==> src/hw/rtl/tdp_pkg.sv <==
// Package for the trial-division prime test.
// Holds the sequencer state type and the divider control/status structs.
// No dependencies.
package tdp_pkg;

    // Sequencer states
    typedef enum logic [1:0] {
        S_IDLE,
        S_DIV,
        S_OUT
    } t_state;

    // Request from the sequencer to the shared divider
    typedef struct packed {
        logic start;
    } t_div_ctl;

    // Status from the divider back to the sequencer
    typedef struct packed {
        logic busy;
        logic done;
    } t_div_sts;

endpackage

==> src/hw/rtl/tdp_div.sv <==
// Shared restoring divider, one quotient bit per cycle.
// Gives quotient and remainder of an unsigned WIDTH-bit division.
// Depends on tdp_pkg.
module tdp_div import tdp_pkg::*; #(
    parameter int WIDTH = 32
) (
    input  logic             i_clk,
    input  logic             i_rst_n,
    input  t_div_ctl         i_ctl,
    input  logic [WIDTH-1:0] i_dividend,
    input  logic [WIDTH-1:0] i_divisor,
    output t_div_sts         o_sts,
    output logic [WIDTH-1:0] o_quotient,
    output logic [WIDTH-1:0] o_remainder
);

    localparam int CW = $clog2(WIDTH);

    logic [CW-1:0]    r_cnt;
    logic             r_busy;
    logic             r_done;
    logic [WIDTH-1:0] r_rem;
    logic [WIDTH-1:0] r_quo;
    logic [WIDTH-1:0] r_dvs;

    logic [WIDTH:0]   trial;
    logic [WIDTH:0]   diff;
    logic             fits;

    // One restoring step: shift in next dividend bit, subtract if it fits
    always_comb begin
        trial = {r_rem, r_quo[WIDTH-1]};
        diff  = trial - {1'b0, r_dvs};
        fits  = (trial >= {1'b0, r_dvs});
    end

    // Control
    always_ff @(posedge i_clk) begin
        if (!i_rst_n) begin
            r_busy <= 1'b0;
            r_done <= 1'b0;
            r_cnt  <= '0;
        end else begin
            r_done <= 1'b0;
            if (i_ctl.start) begin
                r_busy <= 1'b1;
                r_cnt  <= CW'(WIDTH - 1);
            end else if (r_busy) begin
                r_cnt <= r_cnt - 1'b1;
                if (r_cnt == '0) begin
                    r_busy <= 1'b0;
                    r_done <= 1'b1;
                end
            end
        end
    end

    // Datapath
    always_ff @(posedge i_clk) begin
        if (i_ctl.start) begin
            r_quo <= i_dividend;
            r_rem <= '0;
            r_dvs <= i_divisor;
        end else if (r_busy) begin
            r_rem <= fits ? diff[WIDTH-1:0] : trial[WIDTH-1:0];
            r_quo <= {r_quo[WIDTH-2:0], fits};
        end
    end

    assign o_sts.busy  = r_busy;
    assign o_sts.done  = r_done;
    assign o_quotient  = r_quo;
    assign o_remainder = r_rem;

endmodule

==> config.mk <==
export PLATFORM = sky130hd
export DESIGN_NAME = tdp_div
export DESIGN_NICKNAME = d
export VERILOG_FILES = /design/src/hw/rtl/tdp_pkg.sv /design/src/hw/rtl/tdp_div.sv
export SDC_FILE = /design/constraint.sdc
export NUM_CORES = 1
export LEC_CHECK = 0
export BUFFER_PORTS_ARGS = -buffer_cell sky130_fd_sc_hd__buf_2
export CORE_MARGIN = 8
export CORE_UTILIZATION = 30
export DETAILED_ROUTE_END_ITERATION = 16
export PLACE_DENSITY_LB_ADDON = 0.3
export SYNTH_ARGS = -nofsm -noshare
export SYNTH_HDL_FRONTEND = slang
export SYNTH_SLANG_ARGS = --single-unit
==> constraint.sdc <==
create_clock -name i_clk -period 3.2 [get_ports i_clk]
set_input_delay 0.64 -clock i_clk [delete_from_list [all_inputs] [get_ports i_clk]]
set_output_delay 0.64 -clock i_clk [all_outputs]
set_load 0.03 [all_outputs]
== Word level (Yosys, flattened, before mapping) ==
Index checks and enable logic that the tools add are counted.
Word-level totals
  logic and storage cells: 23
  output and inout bits: 66
  bits in registers: 103
  input port bits: 67
Operators by class
  bitwise gates (word level): 2
  $add $sub $neg: 2
  order comparisons: 1
  mux-type cells: 9
  reductions and logical operators: 3
Operator list (number)
  32-bit 2-to-1 mux: 3
  33-bit by 32-bit greater-or-equal comparator with 1-bit output: 1
  32-bit subtractor: 1
  5-bit 2-to-1 mux: 2
  5-bit zero test: 1
  5-bit by 1-bit subtractor with 5-bit output (second input constant): 1
  1-bit 2-to-1 mux: 4
  3-bit OR reduction: 1
  1-bit NOT: 2
  2-bit nonzero test: 1

== Longest topological paths before layout ==
Gate-level depths: netlist of run 1.
  word-level depth: 4
  gate-level depth with buffers: 13
  mapped depth without buffers: 11

== Worst setup path before layout of run 1 ==
No wires, ideal clock.
  path type: register -> register
  start point: reg r_rem[13] (netlist: o_remainder[13])
  end point: reg r_quo[0] (netlist: o_quotient[0]), data pin
  period minus slack after synthesis: 2.821 ns
  arrival: 2.561 ns
  stages on the path, launching flop included: 11
  setup slack: 0.379 ns
  setup time: 0.260 ns
  data required time: 2.940 ns
  path buffers: 1
  path through: dfxtp_1 > ha_1 > and3_1 > and4_4 > a32o_1 > a211oi_4 > a21oi_2 > o21ai_2 > buf_4 > nand2_2 > mux2_2
On the way
  cells in the longest elaborated chain, start to end: 3
Ends and longest elaborated chain
  start: declaration: line tdp_div.sv:22  | logic [WIDTH-1:0] r_rem;
  start signal: assignment: line tdp_div.sv:65  | r_rem <= fits ? diff[WIDTH-1:0] : trial[WIDTH-1:0];
  33-bit by 32-bit greater-or-equal comparator with 1-bit output: line tdp_div.sv:34  | fits = (trial >= {1'b0, r_dvs});
  32-bit 2-to-1 mux: line tdp_div.sv:64  | end else if (r_busy) begin
  32-bit 2-to-1 mux: line tdp_div.sv:60  | if (i_ctl.start) begin
  end signal: assignment: line tdp_div.sv:61  | r_quo <= i_dividend;
  end signal: assignment: line tdp_div.sv:66  | r_quo <= {r_quo[WIDTH-2:0], fits};
  end: declaration: line tdp_div.sv:23  | logic [WIDTH-1:0] r_quo;
No other way between the ends. The select of a mux whose other input is x is not followed.
A chain may end at the register's enable or synchronous reset.

== Worst setup path after layout of run 1 ==
  start point: reg r_dvs[1]
  end point: reg r_rem[5] (netlist: o_remainder[5])
On the way
  cells in the longest elaborated chain, start to end: 2
  elaborated cells on any way between the ends: 3
  classes of those cells: add/sub: 1; order compare: 1; mux: 1
Ends and longest elaborated chain
  start: declaration: line tdp_div.sv:24  | logic [WIDTH-1:0] r_dvs;
  start signal: assignment: line tdp_div.sv:63  | r_dvs <= i_divisor;
  32-bit subtractor or 33-bit by 32-bit greater-or-equal comparator with 1-bit output (tied branches): line tdp_div.sv:33, tdp_div.sv:34
  32-bit 2-to-1 mux (*): line tdp_div.sv:65
Every way passes the cells marked *; elsewhere a longest branch is shown, timed or not.

==> impl_metrics.py, run 1 <==
metrics = {
    "finish": {
        "drive_gt1_share_pct": 28.4,
        "diodes": 0,
        "layout.nets": 886,
        "design_area_mm2": 0.00766,
        "fin_util_pct": 36.7,
        "finalNonFillerCells": 1064,
        "synthToLayoutAreaGrowth_pct": 20.6,
    },
    "setup_path": {
        "timing.critical_path.to": "o_remainder[5]",
        "r2r_end": "o_remainder[5]",
        "arrival_ns": 3.18,
        "crit_chain": "inv_1 -> ha_1 -> nor2b_1 -> o2111ai_1 -> a21oi_1 -> a211oi_4 -> a21oi_2 -> o21a_4 -> nor2_2 -> o311ai_0",
        "cp_data_required_time_ns": 3.40,
        "critPathLaunch": "r_dvs[1]",
        "start_kind": "flop",
        "endpoint_kind": "flop",
        "worstRegToRegCells": 10,
        "slowest_delay_ns": 0.46,
        "critPathMaxFanout": 10,
        "crit_type": "flop to flop",
        "r2r-start": "r_dvs[1]",
        "cp_slowest_cell": "nor2_2",
        "reg2reg_slack_ns": 0.22,
    },
    "yosys": {
        "ys_types": 76,
        "synth_edf_count": 64,
        "synthArstFlopShare_pct": 0,
        "ys.flop_type": "edfxtp_1",
        "syn_avg_cell_area_um2": 9.72,
        "syn_area_mm2": 0.00636,
        "yosys_warnings": 0,
        "syn-num-nets": 756,
        "seq_area_frac_synth_pct": 42.5,
        "synth-seq-cells": 103,
        "syn_inst": 654,
    },
    "routing": {
        "viasPerCell": 5.07,
        "drc": 0,
        "wl_per_cell_um": 17.5,
        "via_count": 5391,
        "first_pass_iters": 5,
        "routed_wl_um": 18600,
        "detail_route.iter0.violations": 443,
        "ant_nets": 0,
    },
    "floorplan": {
        "io_pins": 133,
        "num_rows": 53,
        "core_area_mm2": 0.0209,
        "die_y_um": 162,
        "die_w_um": 162,
        "die_area_mm2": 0.0261,
        "start_util_pct": 30.4,
    },
    "clock_tree": {
        "cts_tree": "yes",
        "root_buffer": "clkbuf_16",
        "path_clk_slew_ns": 0.07,
        "cts_made_buffers": 9,
        "cts_max_level": 3,
        "cts_resized": 0,
        "cts_hold_buffers": 0,
        "post_cts_buffers": 0,
        "cts_max_path_buffers": 2,
        "cts_num_sinks": 103,
        "insertion_delay_ns": 0.35,
    },
    "pwr": {
        "leakage_nw": 3.30,
        "power.density_mw_per_mm2": 447,
        "peakVddDrop_mv": 0.265,
    },
    "timing": {
        "hold_violations": 0,
        "slew_violations": 0,
        "relSlewSlack_pct": 11.5,
        "setup_viol": 0,
        "finClkSkew_ns": 0.00834,
        "timing.fmax_ghz": 0.335,
        "timing.final.crit_period_ns": 2.98,
        "period_share_pct": 93.2,
        "rsz0062_at_grt": "no",
        "tns_ns": 0,
        "max_slew.worst_pin.slew_ns": 1.32,
        "setup_ws_ns": 0.216,
    },
    "place": {
        "dp_cells": 1048,
        "gp_congestion": 0.825,
        "dpl_cell_area_mm2": 0.00739,
        "pre_cts_slack_ns": 0.225,
        "portBuffers": 132,
        "detailed_place_hpwl_um": 13800,
    },
    "global_routing": {
        "busiest_layer": "met2",
        "track_usage_pct": 14.1,
        "antenna_found_initial": 0,
        "grtUsageMet3_pct": 2.80,
        "grt_use_met1_pct": 19.1,
        "globalRoute.totalOverflow": 0,
        "gr-usage-met2_pct": 22.6,
        "grt_pass1_vias": 5396,
        "grt_pass1_wl_um": 29500,
        "grt_max_degree": 50,
    },
    "worst_hold_path": {
        "worstHoldPathCells": 1,
        "hold_class": "input port to flop",
    },
    "status": {
        "status": "completed",
    },
    "run": {
        "maxCapViolCount": 0,
    },
}
stage by stage:
| step | total power [mW] | hold WS, ns |
|---|---|---|
| 2_1_floorplan | 2.15 | 0.518 |
| 3_3_place_gp | 2.40 | 0.494 |
| 3_5_place_dp | 2.40 | 0.507 |
| 4_1_cts | 3.47 | 0.442 |
| 5_1_grt | 3.61 | 0.437 |
| 6_report | 3.43 | 0.456 |
how the worst min path moves through the flow:
stage	startpoint	end	slack (ns)
finish	i_divisor[3]	r_dvs[3]	0.46
global route	i_divisor[15]	r_dvs[15]	0.44
CTS	i_divisor[0]	r_dvs[0]	0.44
detailed placement	o_remainder[19]	o_remainder[19]	0.51
global placement	o_remainder[19]	o_remainder[19]	0.49
floorplan	r_cnt[4]	r_done	0.52
area by class of cell:
| type | instances | area [um^2] |
|---|---|---|
| well taps | 275 | 344 |
| fillers | 2199 | 13200 |
| clock inverters | 5 | 32.5 |
| clock buffers | 11 | 243 |
| inverters | 46 | 173 |
| repair buffers | 160 | 886 |
| multi-input cells | 464 | 3280 |
| flip-flops and latches | 103 | 2700 |
synth_stat cells (all sizes together), types with 5 or more instances:
library cell / instances / area share [%]
nor3: 12 / 0.94
and3: 6 / 0.59
o211ai: 7 / 0.83
xnor2: 18 / 2.5
nor2: 54 / 3.2
ha: 34 / 6.7
clkbuf: 25 / 1.5
xor2: 9 / 1.2
a31oi: 6 / 0.59
a311oi: 15 / 2.2
o21bai: 7 / 0.83
dfxtp: 39 / 12
and2: 6 / 0.59
a21o: 15 / 1.8
mux2: 33 / 5.8
o31ai: 12 / 1.4
a21oi: 40 / 3.2
nand4: 9 / 0.89
o311ai: 5 / 0.69
nand3: 24 / 1.9
nor3b: 5 / 0.59
o21ai: 29 / 2.4
nor2b: 6 / 0.59
buf: 16 / 1.6
inv: 46 / 2.7
edfxtp: 64 / 30
nand2: 45 / 2.7
o21a: 7 / 0.94
a211oi: 8 / 1.1
cell usage in the layout, fill, tap and decap left out, drive strengths merged, types with 4 or more instances in the layout:
master	n
buf	160
edfxtp	64
nor2	54
inv	47
nand2	45
a21oi	40
dfxtp	39
ha	34
mux2	33
o21ai	29
nand3	24
xnor2	18
a21o	15
a311oi	15
o31ai	12
nor3	12
clkbuf	11
nand4	9
xor2	9
a211oi	8
o21bai	7
o211ai	7
o21a	7
and3	6
a31oi	6
nor2b	6
and2	6
nor3b	5
o311ai	5
nand2b	4
registers in the layout, summed over array words and instances (netlist names):
signal and cells:
o_quotient 32, o_remainder 32, r_busy 1, r_cnt 5, r_done 1, r_dvs 32
power breakdown:
part           internal [mW]  total [mW]  leakage [nW]  switching [mW]
Sequential              1.52        1.58         0.954          0.0535
Combinational          0.307       0.795          2.21           0.488
Clock                  0.549        1.05         0.131           0.505
worst max-delay path: cells and delay by family, from the launching register on:
| kind | cells | cell delay, ns |
|---|---|---|
| AOI/OAI and AO/OA | 6 | 1.47 |
| and+or+nand+nor | 2 | 0.61 |
| DFF | 1 | 0.43 |
| adders and majority gates | 1 | 0.23 |
| buffers and inverters | 1 | 0.08 |
cells by family after synthesis:
logic type / synth area share, %
flip-flops: 42.5
adder cells (fa/ha/maj): 7.01
XOR/XNOR: 3.72
AO/OA/AOI/OAI: 20.1
multiplexers: 6.32
AND/OR/NAND/NOR: 14.5
buffers and inverters: 5.85
layer usage:
layer,part of all wire (%),routed length (um)
met3,4.0,751
met4,1.2,218
met1,48,8880
met2,47,8720
met5,0,0
Note: power is estimated with default switching activity, not from simulation.
==> run 2, diff against run 1 <==
--- a/config.mk
+++ b/config.mk
@@ -7,7 +7,7 @@
 export LEC_CHECK = 0
 export BUFFER_PORTS_ARGS = -buffer_cell sky130_fd_sc_hd__buf_2
 export CORE_MARGIN = 8
-export CORE_UTILIZATION = 30
+export CORE_UTILIZATION = 40
 export DETAILED_ROUTE_END_ITERATION = 16
 export PLACE_DENSITY_LB_ADDON = 0.3
 export SYNTH_ARGS = -nofsm -noshare
==> run 2 against run 1 <==
Net effect: combinational power grew 0.5%; setup slack gained 0.040 ns; clock power grew 11%; clock skew grew 0.0029 ns; fmax grew 1.4%; design area shrank 0.26%; total power grew 3.5%; global-route usage grew 3.7 points; critical path type unchanged; highest routed layer unchanged.
==> impl_metrics.py, run 2 (synthesized netlist as in run 1, its figures left out) <==
metrics = {
    "finish": {
        "synthToLayoutAreaGrowth_pct": 20.2,
        "layout.nets": 889,
        "diodes": 0,
        "drive_gt1_share_pct": 29.0,
        "final_cell_mix": "buf_2 (131), edfxtp_1 (64), nor2_1 (53)",
        "final_common_cell": "buf_2",
    },
    "setup_path": {
        "start_kind": "flop",
        "arrival_ns": 3.16,
        "critPathMaxFanout": 22,
        "r2r-start": "r_dvs[4]",
        "critPathLaunch": "r_dvs[4]",
        "endpoint_kind": "flop",
        "worstRegToRegCells": 10,
        "cp_data_required_time_ns": 3.42,
        "crit_type": "flop to flop",
    },
    "global_routing": {
        "track_usage_pct": 17.8,
        "grt_pass1_wl_um": 28700,
        "grt_pass1_vias": 5502,
        "grt_max_degree": 41,
        "antenna_found_initial": 0,
        "globalRoute.totalOverflow": 0,
    },
    "floorplan": {
        "num_rows": 46,
        "io_pins": 133,
        "die_area_mm2": 0.0202,
        "die_y_um": 142,
        "core_area_mm2": 0.0157,
        "die_w_um": 142,
        "start_util_pct": 40.5,
    },
    "clock_tree": {
        "root_buffer": "clkbuf_16",
        "cts_max_path_buffers": 2,
        "post_cts_buffers": 0,
        "insertion_delay_ns": 0.36,
        "cts_hold_buffers": 0,
        "path_clk_slew_ns": 0.08,
        "cts_max_level": 3,
        "cts_num_sinks": 103,
        "cts_made_buffers": 9,
        "cts_tree": "yes",
    },
    "routing": {
        "detail_route.iter0.violations": 490,
        "wl_per_cell_um": 17.5,
        "viasPerCell": 5.48,
        "routed_wl_um": 17700,
        "drc": 0,
        "via_count": 5528,
        "first_pass_iters": 5,
        "ant_nets": 0,
    },
    "timing": {
        "tns_ns": 0,
        "timing.final.crit_period_ns": 2.94,
        "hold_violations": 0,
        "setup_viol": 0,
        "slew_violations": 0,
        "timing.fmax_ghz": 0.340,
        "period_share_pct": 92.0,
        "hold_slack_ns": 0.447,
        "finClkSkew_ns": 0.0113,
        "max_slew.worst_pin.slew_ns": 0.629,
        "rsz0062_at_grt": "no",
        "relSlewSlack_pct": 58.1,
    },
    "pwr": {
        "total_power_mw": 3.55,
        "leakage_nw": 3.33,
        "power.density_mw_per_mm2": 464,
        "peakVddDrop_mv": 0.298,
    },
    "worst_hold_path": {
        "min_from": "i_divisor[6]",
        "hold_class": "input port to flop",
        "worstHoldPathCells": 1,
    },
    "run": {
        "maxCapViolCount": 0,
    },
    "place": {
        "portBuffers": 132,
        "detailed_place_hpwl_um": 13300,
        "gp_congestion": 0.849,
    },
    "status": {
        "status": "completed",
    },
}
run 2: repair_timing:
item                       CTS  global route
resized for setup            0             2
hold endpoints to repair     0             0
setup endpoints to repair    0             6
run 2: metal layers:
layer	vias up	wire length, um	track usage, %	share of wire [%]
met4	0	289	5.65	1.6
met3	26	1310	5.17	7.4
met2	209	8100	27.6	46
met1	2603	7950	23.4	45
met5	-	0	0	0
li1	2690	-	-	-
run 2: stage by stage:
step	instances	cell area (um^2)	worst slack, ns	util (%)
finish	1008	7640	0.257	48.6
global route	1008	7640	0.0835	48.6
CTS	1008	7640	0.102	48.6
detailed placement	992	7320	0.112	46.6
global placement	992	7320	0.197	46.6
floorplan	654	6360	0.379	-
run 2: where the power goes:
group          internal, mW  switching [mW]
Clock                 0.624           0.543
Combinational         0.310           0.490
Sequential             1.52          0.0571
run 2: layout make-up:
class	instances	area, um^2
Sequential cell	103	2700
Timing Repair Buffer	163	896
Tap cell	216	270
Clock buffer	9	225
Fill cell	1511	8070
Multi-Input combinational cell	464	3290
Clock inverter	7	87.6
Inverter	46	173
run 2: final timing paths:
check,endpoint,slack (ns)
hold / removal,r_dvs[6],0.45
setup reg to reg,o_remainder[5],0.26
hold reg to reg,o_remainder[27],0.51
setup / recovery,o_remainder[5],0.26
run 2: critical path, stage by stage (launching register included):
cell      delay, ns
edfxtp_1       0.34
inv_1          0.04
ha_1           0.36
a21o_1         0.22
a31oi_1        0.18
a21oi_1        0.20
a211oi_4       0.49
a21oi_2        0.15
o21a_4         0.31
nor2_4         0.31
o311ai_0       0.19
==> run 3, diff against run 2 <==
--- a/config.mk
+++ b/config.mk
@@ -7,7 +7,7 @@
 export LEC_CHECK = 0
 export BUFFER_PORTS_ARGS = -buffer_cell sky130_fd_sc_hd__buf_2
 export CORE_MARGIN = 8
-export CORE_UTILIZATION = 40
+export CORE_UTILIZATION = 33
 export DETAILED_ROUTE_END_ITERATION = 16
 export PLACE_DENSITY_LB_ADDON = 0.3
 export SYNTH_ARGS = -nofsm -noshare
==> run 3 against run 2 <==
Net effect: non-clock buffer count is 1 lower; wire length grew 3.7%; core utilization decreased by 7.8 points.
==> impl_metrics.py, run 3 (synthesized netlist as in run 1, its figures left out) <==
metrics = {
    "status": {
        "status": "completed",
    },
    "place": {
        "portBuffers": 132,
        "pre_cts_slack_ns": 0.241,
        "gp_congestion": 0.842,
        "detailed_place_hpwl_um": 13800,
    },
    "timing": {
        "setup_ws_ns": 0.224,
        "tns_ns": 0,
        "hold_violations": 0,
        "max_slew.worst_pin.slew_ns": 0.609,
        "rsz0062_at_grt": "no",
        "timing.fmax_ghz": 0.336,
        "relSlewSlack_pct": 58.4,
        "setup_viol": 0,
        "timing.final.crit_period_ns": 2.98,
        "period_share_pct": 93.0,
        "slew_violations": 0,
        "finClkSkew_ns": 0.00815,
        "hold_slack_ns": 0.458,
    },
    "routing": {
        "wl_per_cell_um": 17.4,
        "via_count": 5445,
        "routed_wl_um": 18300,
        "viasPerCell": 5.18,
        "ant_nets": 0,
        "drc": 0,
        "detail_route.iter0.violations": 565,
        "first_pass_iters": 5,
    },
    "pwr": {
        "swShare_pct": 30.7,
        "clock_power_share_pct": 32.8,
        "seq_power_share_pct": 44.8,
        "leakage_nw": 3.32,
        "pwr-share-comb_pct": 22.4,
        "power.density_mw_per_mm2": 460,
        "peakVddDrop_mv": 0.222,
        "p_int_mw": 2.45,
        "switchingPower_mw": 1.09,
    },
    "global_routing": {
        "grt_max_degree": 40,
        "track_usage_pct": 15.3,
        "grt_pass1_vias": 5227,
        "grt_pass1_wl_um": 29400,
        "antenna_found_initial": 0,
        "globalRoute.totalOverflow": 0,
    },
    "floorplan": {
        "die_w_um": 155,
        "die_area_mm2": 0.0240,
        "core_area_mm2": 0.0188,
        "start_util_pct": 33.8,
        "die_y_um": 155,
        "num_rows": 50,
        "io_pins": 133,
    },
    "finish": {
        "multiInputGateArea_mm2": 0.00328,
        "synthToLayoutAreaGrowth_pct": 20.9,
        "final_cell_mix": "buf_2 (131), edfxtp_1 (64), nor2_1 (53)",
        "ff_latch_area_mm2": 0.00270,
        "layout.nets": 888,
        "final_common_cell": "buf_2",
        "diodes": 0,
        "final.fill_count": 1883,
        "drive_gt1_share_pct": 29.0,
    },
    "clock_tree": {
        "cts_num_sinks": 103,
        "cts_resized": 0,
        "insertion_delay_ns": 0.35,
        "cts_tree": "yes",
        "cts_max_level": 3,
        "cts_hold_buffers": 0,
        "path_clk_slew_ns": 0.08,
        "cts_max_path_buffers": 2,
        "root_buffer": "clkbuf_16",
        "post_cts_buffers": 0,
        "cts_made_buffers": 9,
    },
    "setup_path": {
        "crit_chain": "ha_1 -> a21o_1 -> a31oi_1 -> a21oi_1 -> a211oi_4 -> a21oi_2 -> o21a_4 -> nor2_2 -> buf_4 -> o311ai_0",
        "cp_data_required_time_ns": 3.41,
        "cp_slowest_cell": "a211oi_4",
        "crit_type": "flop to flop",
        "slowest_delay_ns": 0.47,
        "start_kind": "flop",
        "arrival_ns": 3.18,
        "endpoint_kind": "flop",
        "critPathMaxFanout": 10,
    },
    "worst_hold_path": {
        "hold_class": "input port to flop",
    },
    "run": {
        "maxCapViolCount": 0,
    },
}
==> run 3: changes by cell type in the layout (fill, tap and decap cells not counted) <==
cell and change:
clkinv_4 +1, nor2_2 +1, clkinv_8 -1, clkinvlp_4 +1, a2111oi_1 -1, buf_4 -2, buf_12 +1, a2111oi_0 +1
nor2_4 -1, inv_6 -1
==> run 3: final timing paths <==
path,to,start,slack [ns],cells after the start
max reg2reg,o_remainder[18],o_remainder[3],0.22,10
min,r_dvs[3],i_divisor[3],0.46,1
min reg2reg,o_remainder[29],o_remainder[29],0.50,2
max,o_remainder[18],o_remainder[3],0.22,10
==> run 3: worst max-delay path, delay by kind of cell (launching register included) <==
kind,cells,cell delay [ns]
AO/OA/AOI/OAI,7,1.63
adder cells (fa/ha/maj),1,0.39
buffers and inverters,1,0.23
flip-flops,1,0.35
AND/OR/NAND/NOR,1,0.22
==> run 3: layout make-up <==
cell class	count	share of cell area, %
multi-input combinational	464	42.7
sequential	103	35.2
timing repair buffer	162	11.7
tap	260	4.23
clock buffer	9	2.93
inverter	46	2.25
clock inverter	7	1.03
==> run 3: metal layers <==
| metal | part of all wire (%) | routed length (um) | track usage (%) |
|---|---|---|---|
| met4 | 1.3 | 246 | 3.97 |
| met3 | 5.2 | 947 | 3.37 |
| met2 | 46 | 8350 | 23.7 |
| met1 | 48 | 8760 | 21.1 |
| met5 | 0 | 0 | 0 |
==> run 3: stage by stage <==
| step | cells | power (mW) | instance area [um^2] | utilization, % |
|---|---|---|---|---|
| 3_3_place_gp | 1035 | 2.40 | 7380 | 39.2 |
| 4_1_cts | 1051 | 3.57 | 7690 | 40.8 |
| 5_1_grt | 1051 | 3.71 | 7690 | 40.8 |
| 3_5_place_dp | 1035 | 2.40 | 7380 | 39.2 |
| 2_1_floorplan | 654 | 2.15 | 6360 | - |
| 6_report | 1051 | 3.53 | 7690 | 40.8 |
==> run 3: power by group through the flow <==
stage	combinational, mW	clock, mW	sequential [mW]
after floorplan	0.430	0	1.72
after global placement	0.795	0	1.61
after detailed placement	0.791	0	1.61
after CTS	0.795	1.19	1.58
after global routing	0.872	1.25	1.60
final	0.793	1.16	1.58
